`src/hw/rtl/crext_pkg.sv`:
```
package crext_pkg;

  // fixed field widths of the radius and table entries
  localparam int RADIUS_W       = 6;
  localparam int SQ_W           = 2 * RADIUS_W;
  localparam int STEP_W         = $clog2(RADIUS_W);
  localparam int MAX_RADIUS_DEF = 63;

endpackage

```
`src/hw/rtl/crext_root.sv`:
```
module crext_root (
  input  logic                          clk,
  input  logic                          rst_n,
  input  logic                          start,
  input  logic [crext_pkg::SQ_W-1:0]    x,
  output logic                          done,
  output logic [crext_pkg::RADIUS_W-1:0] root
);
  import crext_pkg::*;

  logic [SQ_W-1:0]     x_r, x_nxt;
  logic [RADIUS_W-1:0] s_r, s_nxt;
  logic [STEP_W-1:0]   bit_r, bit_nxt;
  logic                run_r, run_nxt;
  logic                fin_r, fin_nxt;

  logic [RADIUS_W-1:0] trial;
  logic [SQ_W-1:0]     trial_sq;
  logic [SQ_W-1:0]     s_sq;
  logic [SQ_W-1:0]     rem;
  logic                rnd_up;

  // one result bit per cycle, msb first
  assign trial    = s_r | (RADIUS_W'(1) << bit_r);
  assign trial_sq = SQ_W'(trial) * SQ_W'(trial);

  // remainder test for rounding to nearest
  assign s_sq   = SQ_W'(s_r) * SQ_W'(s_r);
  assign rem    = x_r - s_sq;
  assign rnd_up = rem > SQ_W'(s_r);
  assign root   = s_r + RADIUS_W'(rnd_up);
  assign done   = fin_r;

  // next-state logic
  always_comb begin
    x_nxt   = x_r;
    s_nxt   = s_r;
    bit_nxt = bit_r;
    run_nxt = run_r;
    fin_nxt = 1'b0;
    if (start) begin
      x_nxt   = x;
      s_nxt   = '0;
      bit_nxt = STEP_W'(RADIUS_W - 1);
      run_nxt = 1'b1;
    end else if (run_r) begin
      if (trial_sq <= x_r) begin
        s_nxt = trial;
      end
      if (bit_r == '0) begin
        run_nxt = 1'b0;
        fin_nxt = 1'b1;
      end else begin
        bit_nxt = bit_r - STEP_W'(1);
      end
    end
  end

  // control state
  always_ff @(posedge clk) begin
    if (!rst_n) begin
      run_r <= 1'b0;
      fin_r <= 1'b0;
    end else begin
      run_r <= run_nxt;
      fin_r <= fin_nxt;
    end
  end

  // datapath
  always_ff @(posedge clk) begin
    x_r   <= x_nxt;
    s_r   <= s_nxt;
    bit_r <= bit_nxt;
  end

endmodule

```
`src/hw/rtl/circle_row_extent_table_unit.sv`:
```
// Builds the disc half-width table for one radius and streams rows 0..radius.
// Steps: a split search, then a rounded root from the root unit for each lower row, then
// a scan of the table entries for each mirrored row, then the result beats, each held until taken.
// Radius 0 gives its single beat in the cycle after it is taken.
// One radius at a time; a new radius is taken once the last beat has gone out.
// Reset clears the control state only; the table memory keeps its contents.
module circle_row_extent_table_unit #(
  parameter int MAX_RADIUS = crext_pkg::MAX_RADIUS_DEF
) (
  input  logic                           clk,
  input  logic                           rst_n,
  input  logic                           in_valid,
  output logic                           in_ready,
  input  logic [crext_pkg::RADIUS_W-1:0] in_radius,
  output logic                           out_valid,
  input  logic                           out_ready,
  output logic [crext_pkg::RADIUS_W-1:0] out_row_offset,
  output logic [crext_pkg::RADIUS_W-1:0] out_half_width,
  output logic                           out_last
);
  import crext_pkg::*;

  localparam int DEPTH = MAX_RADIUS + 2;
  localparam int IDX_W = $clog2(DEPTH);
  localparam logic [IDX_W-1:0] LAST_IDX = IDX_W'(DEPTH - 1);

  typedef enum logic [10:0] {
    ST_IDLE   = 11'b00000000001,
    ST_SPLIT  = 11'b00000000010,
    ST_LSTART = 11'b00000000100,
    ST_LWAIT  = 11'b00000001000,
    ST_M_RDA  = 11'b00000010000,
    ST_M_LDA  = 11'b00000100000,
    ST_M_CMP  = 11'b00001000000,
    ST_M_WR   = 11'b00010000000,
    ST_O_RD   = 11'b00100000000,
    ST_O_LD   = 11'b01000000000,
    ST_O_WAIT = 11'b10000000000
  } state_t;

  state_t state_r, state_nxt;

  logic [IDX_W-1:0]    r_r, r_nxt;
  logic [IDX_W-1:0]    k_r, k_nxt;
  logic [IDX_W-1:0]    split_r, split_nxt;
  logic [IDX_W-1:0]    v_r, v_nxt;
  logic [IDX_W-1:0]    v0_r, v0_nxt;
  logic [IDX_W-1:0]    vm_r, vm_nxt;
  logic [IDX_W-1:0]    ov_r, ov_nxt;
  logic [RADIUS_W-1:0] a_r, a_nxt;
  logic                out_valid_r, out_valid_nxt;
  logic [RADIUS_W-1:0] out_row_r, out_row_nxt;
  logic [RADIUS_W-1:0] out_hw_r, out_hw_nxt;
  logic                out_last_r, out_last_nxt;

  // table memory
  logic [RADIUS_W-1:0] ext_mem [DEPTH];
  logic [RADIUS_W-1:0] rdata_r;
  logic [IDX_W-1:0]    raddr;
  logic                we;
  logic [IDX_W-1:0]    waddr;
  logic [RADIUS_W-1:0] wdata;

  // square arithmetic
  logic [RADIUS_W-1:0] rad_sat;
  logic [RADIUS_W-1:0] r6;
  logic [SQ_W-1:0]     rsq;
  logic [RADIUS_W-1:0] kp1;
  logic [SQ_W:0]       kp1_sq2;
  logic [IDX_W-1:0]    vsel;
  logic [RADIUS_W-1:0] v6;
  logic [SQ_W-1:0]     root_x;
  logic                root_start;
  logic                root_done;
  logic [RADIUS_W-1:0] root_val;
  logic [IDX_W-1:0]    v0_inc;

  assign rad_sat = (in_radius > RADIUS_W'(MAX_RADIUS)) ? RADIUS_W'(MAX_RADIUS) : in_radius;
  assign r6      = RADIUS_W'(r_r);
  assign rsq     = SQ_W'(r6) * SQ_W'(r6);
  assign kp1     = RADIUS_W'(k_r) + RADIUS_W'(1);
  assign kp1_sq2 = {SQ_W'(kp1) * SQ_W'(kp1), 1'b0};

  // radicand for the row being started
  assign vsel   = (state_r == ST_LWAIT) ? v_r + IDX_W'(1) : v_r;
  assign v6     = RADIUS_W'(vsel);
  assign root_x = (vsel <= r_r) ? rsq - SQ_W'(v6) * SQ_W'(v6) : '0;

  assign v0_inc = v0_r + IDX_W'(1);

  crext_root u_root (
    .clk   (clk),
    .rst_n (rst_n),
    .start (root_start),
    .x     (root_x),
    .done  (root_done),
    .root  (root_val)
  );

  assign in_ready       = (state_r == ST_IDLE);
  assign out_valid      = out_valid_r;
  assign out_row_offset = out_row_r;
  assign out_half_width = out_hw_r;
  assign out_last       = out_last_r;

  // read address per phase
  always_comb begin
    case (state_r)
      ST_M_RDA:  raddr = v0_r;
      ST_M_LDA:  raddr = v0_inc;
      ST_M_CMP:  raddr = v0_r + IDX_W'(2);
      ST_O_WAIT: raddr = ov_r + IDX_W'(1);
      default:   raddr = ov_r;
    endcase
  end

  // sequencer
  always_comb begin
    state_nxt     = state_r;
    r_nxt         = r_r;
    k_nxt         = k_r;
    split_nxt     = split_r;
    v_nxt         = v_r;
    v0_nxt        = v0_r;
    vm_nxt        = vm_r;
    ov_nxt        = ov_r;
    a_nxt         = a_r;
    out_valid_nxt = out_valid_r;
    out_row_nxt   = out_row_r;
    out_hw_nxt    = out_hw_r;
    out_last_nxt  = out_last_r;
    root_start    = 1'b0;
    we            = 1'b0;
    waddr         = v_r;
    wdata         = root_val;

    case (state_r)
      ST_IDLE: begin
        if (in_valid) begin
          if (in_radius == '0) begin
            out_row_nxt   = '0;
            out_hw_nxt    = '0;
            out_last_nxt  = 1'b1;
            out_valid_nxt = 1'b1;
            state_nxt     = ST_O_WAIT;
          end else begin
            r_nxt     = IDX_W'(rad_sat);
            k_nxt     = '0;
            state_nxt = ST_SPLIT;
          end
        end
      end

      // largest k with 2*k*k <= r*r
      ST_SPLIT: begin
        if (kp1_sq2 <= {1'b0, rsq}) begin
          k_nxt = k_r + IDX_W'(1);
        end else begin
          split_nxt = k_r + IDX_W'(1);
          v_nxt     = '0;
          state_nxt = ST_LSTART;
        end
      end

      ST_LSTART: begin
        root_start = 1'b1;
        state_nxt  = ST_LWAIT;
      end

      // lower rows: rounded root, next row starts on completion
      ST_LWAIT: begin
        if (root_done) begin
          we    = 1'b1;
          v_nxt = v_r + IDX_W'(1);
          if (v_r == split_r) begin
            vm_nxt    = r_r;
            v0_nxt    = '0;
            state_nxt = ST_M_RDA;
          end else begin
            root_start = 1'b1;
          end
        end
      end

      ST_M_RDA: begin
        state_nxt = ST_M_LDA;
      end

      ST_M_LDA: begin
        a_nxt = rdata_r;
        if (v0_r != LAST_IDX) begin
          state_nxt = ST_M_CMP;
        end else begin
          state_nxt = ST_M_WR;
        end
      end

      // skip over a run of equal entries
      ST_M_CMP: begin
        if (rdata_r == a_r) begin
          v0_nxt = v0_inc;
          if (v0_inc == LAST_IDX) begin
            state_nxt = ST_M_WR;
          end
        end else begin
          state_nxt = ST_M_WR;
        end
      end

      ST_M_WR: begin
        we     = 1'b1;
        waddr  = vm_r;
        wdata  = RADIUS_W'(v0_r);
        v0_nxt = (v0_r == LAST_IDX) ? v0_r : v0_inc;
        if (vm_r == split_r) begin
          ov_nxt    = '0;
          state_nxt = ST_O_RD;
        end else begin
          vm_nxt    = vm_r - IDX_W'(1);
          state_nxt = ST_M_RDA;
        end
      end

      ST_O_RD: begin
        state_nxt = ST_O_LD;
      end

      ST_O_LD: begin
        out_row_nxt   = RADIUS_W'(ov_r);
        out_hw_nxt    = rdata_r;
        out_last_nxt  = (ov_r == r_r);
        out_valid_nxt = 1'b1;
        state_nxt     = ST_O_WAIT;
      end

      // hold the beat until taken, fetch the next row meanwhile
      ST_O_WAIT: begin
        if (out_ready) begin
          out_valid_nxt = 1'b0;
          if (out_last_r) begin
            state_nxt = ST_IDLE;
          end else begin
            ov_nxt    = ov_r + IDX_W'(1);
            state_nxt = ST_O_LD;
          end
        end
      end

      default: begin
        state_nxt     = ST_IDLE;
        out_valid_nxt = 1'b0;
      end
    endcase
  end

  // control state
  always_ff @(posedge clk) begin
    if (!rst_n) begin
      state_r     <= ST_IDLE;
      out_valid_r <= 1'b0;
    end else begin
      state_r     <= state_nxt;
      out_valid_r <= out_valid_nxt;
    end
  end

  // counters and payload
  always_ff @(posedge clk) begin
    r_r        <= r_nxt;
    k_r        <= k_nxt;
    split_r    <= split_nxt;
    v_r        <= v_nxt;
    v0_r       <= v0_nxt;
    vm_r       <= vm_nxt;
    ov_r       <= ov_nxt;
    a_r        <= a_nxt;
    out_row_r  <= out_row_nxt;
    out_hw_r   <= out_hw_nxt;
    out_last_r <= out_last_nxt;
  end

  // table memory, one write and one registered read per cycle
  always_ff @(posedge clk) begin
    if (we) begin
      ext_mem[waddr] <= wdata;
    end
    rdata_r <= ext_mem[raddr];
  end

endmodule

```
`config.mk`:
```
export PLATFORM = sky130hd
export DESIGN_NAME = circle_row_extent_table_unit
export DESIGN_NICKNAME = d
export VERILOG_FILES = /design/src/hw/rtl/crext_pkg.sv /design/src/hw/rtl/crext_root.sv /design/src/hw/rtl/circle_row_extent_table_unit.sv
export SDC_FILE = /design/constraint.sdc
export NUM_CORES = 1
export LEC_CHECK = 0
export ABC_AREA = 1
export BUFFER_PORTS_ARGS = -buffer_cell sky130_fd_sc_hd__buf_2
export CAP_MARGIN = 25
export CORE_ASPECT_RATIO = 1.1
export CORE_UTILIZATION = 45
export CTS_CLUSTER_DIAMETER = 80
export DETAILED_ROUTE_END_ITERATION = 8
export PLACE_DENSITY_LB_ADDON = 0.15
export SYNTH_ARGS = -nofsm -noshare
export SYNTH_HDL_FRONTEND = slang
export SYNTH_HIERARCHICAL = 1
export SYNTH_SLANG_ARGS = --single-unit
```
`constraint.sdc`:
```
create_clock -name clk -period 10.8 [get_ports clk]
set_clock_uncertainty 0.1 [all_clocks]
set_input_delay 1.08 -clock clk [delete_from_list [all_inputs] [get_ports clk]]
set_output_delay 1.08 -clock clk [all_outputs]
set_load 0.01 [all_outputs]
```
==> flow_metrics.py, run 1 <==
metrics = {
    "outcome": {
        "status": "finished clean",
    },
    "worst_hold_path": {
        "hold_class": "flop to flop",
    },
    "synthesis": {
        "async_flop_share": 0,
        "synthAdderAreaFrac": 0.09402,
        "synth_compound_area_frac": 0.03448,
        "netlist_instances": 3073,
        "yosys.area_share.simple": 0.2368,
        "synth_warnings": 6,
        "synth-seq-cells": 498,
        "syn_area_per_cell_sq_um": 9.328,
        "synthMuxAreaShare": 0,
        "ys.flop_type": "edfxtp_1",
        "synth_area_sq_um": 28660,
        "synth_edf_count": 469,
        "synth_top_family_by_area": "simple AND/OR/NAND/NOR gates",
        "syn-num-nets": 3266,
        "seq_area_frac_synth": 0.5116,
        "synth.distinct_cells": 56,
        "synth_xor_area_frac": 0.02602,
    },
    "finish": {
        "post-route-util": 0.4956,
        "syn2layout_area_growth_pct": 8.398,
        "multiInputGateArea_sq_um": 11350,
        "drive_gt1_frac": 0.05559,
        "finalNetCount": 3233,
        "regArea_sq_um": 14660,
        "layout.cells.non_filler": 3909,
        "finalInstanceArea_sq_um": 31070,
        "antenna_cells": 0,
        "fillers": 5755,
    },
    "cts": {
        "cts_buffer_depth": 3,
        "cts_setup_buffers": 0,
        "clkTransAtPathRegs_ns": 0.06,
        "clock_sinks": 498,
        "worstSkewPairLatency_ns": 0.62,
        "cts_hold_buf": 0,
        "h-tree-depth": 2,
        "cts_root_buf": "clkbuf_16",
        "cts_tree": "built",
        "cts_resized": 0,
        "cts_buffers": 51,
    },
    "setup_path": {
        "crit_path_max_incr_delay_ns": 0.64,
        "r2r_slack_ns": 4.47,
        "cp.arrival_ns": 6.52,
        "start_kind": "flop",
        "cp_slowest_cell": "dfxtp_1",
        "path_max_fanout": 65,
        "crit_type": "flop to flop",
        "end_kind": "flop",
        "crit_top_cell": "ha_1",
        "worstPathRequired_ns": 10.99,
    },
    "detailed_routing": {
        "via_per_inst": 5.299,
        "num_vias": 20715,
        "drc": 0,
        "first_pass_iters": 8,
        "drtIter0Drc": 1643,
        "drtAntennaViolNets": 0,
        "wire_per_inst_microns": 18.30,
        "routed_wl_mm": 71.52,
    },
    "timing": {
        "fmax_ghz": 0.1579,
        "fin_tns_setup_ns": 0,
        "rsz0062_at_grt": "false",
        "hold_viol_final": 0,
        "min_period_ns": 6.333,
        "whs_ns": 0.3639,
        "period_share": 0.5864,
        "worst_pin_slew_ns": 0.9972,
        "slew_viol_final": 0,
        "max_slew_margin": 0.3352,
        "setup_violations": 0,
        "worst_slack_ns": 4.467,
    },
    "grt": {
        "grt_pass1_vias": 20635,
        "antenna_found_initial": 0,
        "grt_remaining_overflow": 0,
        "grt_max_degree": 123,
        "grt_first_pass_wirelength_mm": 113.1,
        "global_route.usage.total": 0.2229,
    },
    "pwr": {
        "ir_drop_v": 0.0003719,
        "power.switching_mw": 3.442,
        "power_mw": 8.212,
        "swShare": 0.4192,
        "leakagePower_nw": 13.56,
        "internal-power_mw": 4.770,
        "combPwrFrac": 0.498,
        "power_density_nw_per_um2": 264.3,
        "pwr-share-seq": 0.292,
        "pwr-share-clk": 0.211,
    },
    "floorplanning": {
        "top_level_ports": 25,
        "rows": 96,
        "start_util": 0.4572,
        "die_y_microns": 266.7,
        "core_sq_um": 62700,
        "die_w_microns": 242.6,
        "dieArea_sq_um": 64710,
    },
    "placed_design": {
        "place.gp.congestion": 0.8723,
        "dpl_cell_area_sq_um": 29450,
        "dpl.cell_count": 3820,
        "place_hpwl_mm": 47.32,
        "port_buffers": 24,
        "pre_cts_slack_ns": 4.481,
    },
    "flow_run": {
        "cap_viol_max_count": 0,
    },
}
## layout by cell type (no fill, tap or decap), types with 34 or more instances in the layout
cell       synthesis  final
clkbuf_16          0     51
nor2_1           228    228
ha_1             129    129
xor2_1            48     48
nand3_1          465    465
nand2_1          522    522
a21oi_1           66     65
nand3b_1         136    136
xnor2_1           34     34
edfxtp_1         469    469
inv_1            557    557
o21ai_0           48     42
fa_1              54     54
## cell families after synthesis
| group | count (synthesis) |
|---|---|
| xor+xnor | 83 |
| fa+ha+maj | 183 |
| flops | 498 |
| compound gates | 171 |
| simple gates | 1443 |
| buf+inv | 695 |
## cell usage after synthesis, drive strengths merged (3+ instances only)
cell type | n | area, sq um
inv | 563 | 2113
nand2 | 538 | 2059
nand3 | 475 | 2435
edfxtp | 469 | 14080
nor2 | 233 | 897.1
nand3b | 136 | 1021
ha | 129 | 1614
buf | 100 | 549.3
a21oi | 67 | 339.1
o21ai | 55 | 279.0
fa | 54 | 1081
xor2 | 48 | 420.4
xnor2 | 35 | 325.3
clkbuf | 30 | 112.6
nor3 | 30 | 165.2
dfxtp | 29 | 580.6
nand4 | 15 | 100.1
a211oi | 8 | 60.06
o21bai | 7 | 52.55
nor4 | 6 | 37.54
o21a | 6 | 45.04
a21o | 4 | 30.03
nor3b | 4 | 35.03
o31ai | 4 | 30.03
a31oi | 3 | 18.77
o211ai | 3 | 22.52
o22ai | 3 | 18.77
## power groups by stage
stage	clock network [mW]	logic (mW)	registers, mW
6_report	1.73	4.09	2.40
5_1_grt	1.82	4.71	2.41
4_1_cts	1.76	4.12	2.40
3_5_place_dp	0	4.09	2.43
3_3_place_gp	0	3.99	2.43
2_1_floorplan	0	3.12	2.41
## layer usage
layer / part of all wire / global-route usage / vias to the layer above
met1: 0.45 / 0.3011 / 9987
li1: - / - / 10048
met5: 0 / 0 / -
met4: 0.027 / 0.06799 / 0
met2: 0.47 / 0.3740 / 553
met3: 0.050 / 0.02866 / 127
## final timing paths
check / cells past startpoint / from / endpoint
worst max-delay path: 25 / u_root/s_r[1]$_SDFFE_PP0P_ / ext_mem[32][4]$_DFFE_PP_
worst min-delay path: 0 / rdata_r[5]$_DFF_P_ / a_r[5]$_DFFE_PP_
worst max register to register: 25 / u_root/s_r[1]$_SDFFE_PP0P_ / ext_mem[32][4]$_DFFE_PP_
worst min register to register: 0 / rdata_r[5]$_DFF_P_ / a_r[5]$_DFFE_PP_
## layout make-up
type / instances / share of cell area
Clock buffer: 71 / 0.04510
Multi-Input combinational cell: 1880 / 0.3654
Tap cell: 833 / 0.03354
Inverter: 565 / 0.06826
Clock inverter: 18 / 0.007087
Sequential cell: 498 / 0.4720
Timing Repair Buffer: 44 / 0.008698
## sequential cells by signal (all words and copies together) (netlist names)
| name | flops |
|---|---|
| ext_mem | 390 |
| u_root/x_r | 12 |
| state_r | 11 |
| k_r | 7 |
| ov_r | 7 |
| split_r | 7 |
| v0_r | 7 |
| v_r | 7 |
| vm_r | 7 |
| a_r | 6 |
| out_half_width | 6 |
| out_row_offset | 6 |
| r_r | 6 |
| rdata_r | 6 |
| u_root/s_r | 6 |
| u_root/bit_r | 3 |
| out_last | 1 |
| out_valid | 1 |
| u_root/done | 1 |
| u_root/run_r | 1 |
## worst max-delay path, delay by kind of cell (launching register included)
kind | cells | cell delay, ns
AOI/OAI and AO/OA | 3 | 0.28
adders and majority gates | 8 | 2.88
and+or+nand+nor | 8 | 0.94
DFF | 1 | 0.64
buffers and inverters | 3 | 0.64
xor gates and xnor gates | 3 | 0.54
No activity file was read; power rests on OpenSTA's default activity.
==> run 2, diff against run 1 <==
==> constraint.sdc (replaced) <==
create_clock -name clk -period 5.3 [get_ports clk]
set_clock_uncertainty 0.1 [all_clocks]
set_input_delay 0.53 -clock clk [delete_from_list [all_inputs] [get_ports clk]]
set_output_delay 0.53 -clock clk [all_outputs]
set_load 0.01 [all_outputs]
==> run 2 against run 1 <==
The flow now finishes with violations (design-rule violations, negative setup slack). Power is 130% higher. Register-to-register slack worse by 4.6 ns. Clock-buffer cell count is 7 lower. Critical path type unchanged. Sequential power is 100% higher. Global-route usage is 1.0 points higher. Worst setup slack worse by 4.6 ns. Maximum frequency is 17% higher. Final area is 9.7% higher.
==> flow_metrics.py, run 2 (synthesis gave the netlist of run 1 again) <==
metrics = {
    "outcome": {
        "status": "complete, but fails checks",
        "violations": "design-rule violations, negative setup slack",
    },
    "finish": {
        "post-route-util": 0.5435,
        "largest_reg_flops": 390,
        "drive_gt1_frac": 0.1628,
        "finalNetCount": 3425,
        "syn2layout_area_growth_pct": 18.88,
        "final_common_cell": "inv_1",
        "top_register": "ext_mem",
        "largestRegisters": "ext_mem: 390 flops, u_root/x_r: 12 flops, state_r: 11 flops",
        "mostFrequentLayoutCells": "inv_1 (530), nand2_1 (496), edfxtp_1 (469), nand3_1 (451), nor2_1 (212)",
        "antenna_cells": 0,
    },
    "timing": {
        "worst_pin_slew_ns": 1.241,
        "hold_viol_final": 0,
        "worst_slack_ns": -0.1346,
        "whs_ns": 0.02012,
        "slew_viol_final": 0,
        "fin_tns_setup_ns": -3.708,
        "min_period_ns": 5.435,
        "max_slew_margin": 0.1727,
        "setup_violations": 85,
        "fmax_ghz": 0.1840,
        "rsz0062_at_grt": "true",
        "period_share": 1.025,
    },
    "pwr": {
        "power_mw": 19.13,
        "leakagePower_nw": 14.88,
        "ir_drop_v": 0.0007258,
        "power_density_nw_per_um2": 561.3,
    },
    "floorplanning": {
        "die_y_microns": 266.7,
        "top_level_ports": 25,
        "dieArea_sq_um": 64710,
        "start_util": 0.4572,
        "rows": 96,
        "die_w_microns": 242.6,
        "core_sq_um": 62700,
    },
    "setup_path": {
        "worstPathRequired_ns": 5.53,
        "cp.arrival_ns": 5.67,
        "r2r_slack_ns": -0.13,
        "crit_type": "flop to flop",
        "end_kind": "flop",
        "start_kind": "flop",
        "timing.rr.end": "v_r[5]$_SDFFCE_PP0P_",
        "reg2reg_from": "k_r[1]$_SDFFCE_PN0P_",
        "path_max_fanout": 7,
        "reg2reg_depth": 26,
    },
    "cts": {
        "worstSkewPairLatency_ns": 0.61,
        "cts_tree": "built",
        "cts_buffers": 52,
        "h-tree-depth": 2,
        "cts_buffer_depth": 3,
        "clock_sinks": 498,
        "cts_root_buf": "clkbuf_16",
        "clkTransAtPathRegs_ns": 0.06,
    },
    "grt": {
        "antenna_found_initial": 0,
        "grt_pass1_vias": 20991,
        "grt_max_degree": 193,
        "global_route.usage.total": 0.2330,
        "grt_remaining_overflow": 0,
        "grt_first_pass_wirelength_mm": 117.3,
    },
    "detailed_routing": {
        "wire_per_inst_microns": 18.94,
        "drtIter0Drc": 1926,
        "drc": 2,
        "first_pass_iters": 7,
        "via_per_inst": 5.281,
        "drtAntennaViolNets": 0,
        "num_vias": 21690,
        "routed_wl_mm": 77.80,
    },
    "flow_run": {
        "cap_viol_max_count": 0,
    },
    "worst_hold_path": {
        "hold_class": "input pin to flop",
        "hold_start": "in_radius[0]",
        "hold_end": "r_r[0]$_SDFFCE_PN1P_",
        "hold-path-cell-count": 1,
    },
    "placed_design": {
        "place_hpwl_mm": 51.03,
        "pre_cts_slack_ns": -0.3180,
        "place.gp.congestion": 0.8829,
        "port_buffers": 24,
    },
}
-- run 2: cell types whose count changed in the layout (fill, tap and decap cells not counted), sizes merged --
cell and delta:
buf +178, clkinv +9, clkbuf +4, inv +3
bufinv +2, dlygate4sd3 +1, o21ai +1
-- run 2: power breakdown --
group | switching, mW | internal, mW | leakage (nW)
Clock | 1.60 | 2.13 | 0.856
Combinational | 6.10 | 4.47 | 9.48
Sequential | 0.123 | 4.70 | 4.55
-- run 2: what timing repair did --
| action | 4_1_cts | 5_1_grt |
|---|---|---|
| pin swaps | 18 | 69 |
| cloned | 3 | 15 |
| gates resized for setup | 57 | 153 |
| setup endpoints to repair | 107 | 362 |
| hold buffers | 1 | 0 |
| endpoints found under the hold margin | 1 | 0 |
| buffers inserted | 17 | 21 |
-- run 2: cell type report --
class	count	area, sq um
clock buffer	64	1396
clock inverter	32	351.6
fill	5536	28630
inverter	565	2133
multi-input combinational	1881	12160
sequential	498	14690
tap	833	1042
timing repair buffer	234	2305
-- run 2: worst max path at each step --
stage                               startpoint                   end  cells past startpoint
after floorplan           k_r[0]$_SDFFCE_PN0P_  v_r[0]$_SDFFCE_PP0P_                     27
after global placement    k_r[0]$_SDFFCE_PN0P_  v_r[5]$_SDFFCE_PP0P_                     26
after detailed placement  k_r[0]$_SDFFCE_PN0P_  v_r[5]$_SDFFCE_PP0P_                     26
after CTS                 k_r[0]$_SDFFCE_PN0P_  k_r[0]$_SDFFCE_PN0P_                     28
after global routing      k_r[1]$_SDFFCE_PN0P_  v_r[2]$_SDFFCE_PP0P_                     26
final                     k_r[1]$_SDFFCE_PN0P_  v_r[5]$_SDFFCE_PP0P_                     26
-- run 2: metal layers --
metal  vias up  share of wire  GRT usage
met1     10413           0.44     0.3208
li1      10428              -          -
met5         -              0          0
met4         0          0.025    0.06833
met3       116          0.069    0.03570
met2       733           0.47     0.3805
-- run 2: metrics by stage --
stage	cells	cell area, sq um
after floorplan	3073	28830
after detailed placement	3955	30800
final	4107	34080
after CTS	4072	33000
after global routing	4107	34080
after global placement	3955	30800
-- run 2: critical path, stage by stage, from the launching register on --
cell	delay (ns)
edfxtp_1	0.47
ha_4	0.20
nand2_2	0.06
o21ai_2	0.17
nand2_2	0.10
nor2_4	0.10
inv_2	0.05
fa_1	0.50
fa_1	0.56
inv_2	0.04
fa_1	0.52
ha_4	0.22
nand3_2	0.07
nand2_2	0.06
a21oi_2	0.11
nor2_1	0.05
nor2_1	0.13
nor2_1	0.06
o21ai_1	0.13
nand2_1	0.08
xor2_1	0.15
ha_1	0.34
nand3_4	0.11
o31ai_4	0.33
nand3_2	0.18
o211ai_1	0.14
inv_2	0.13
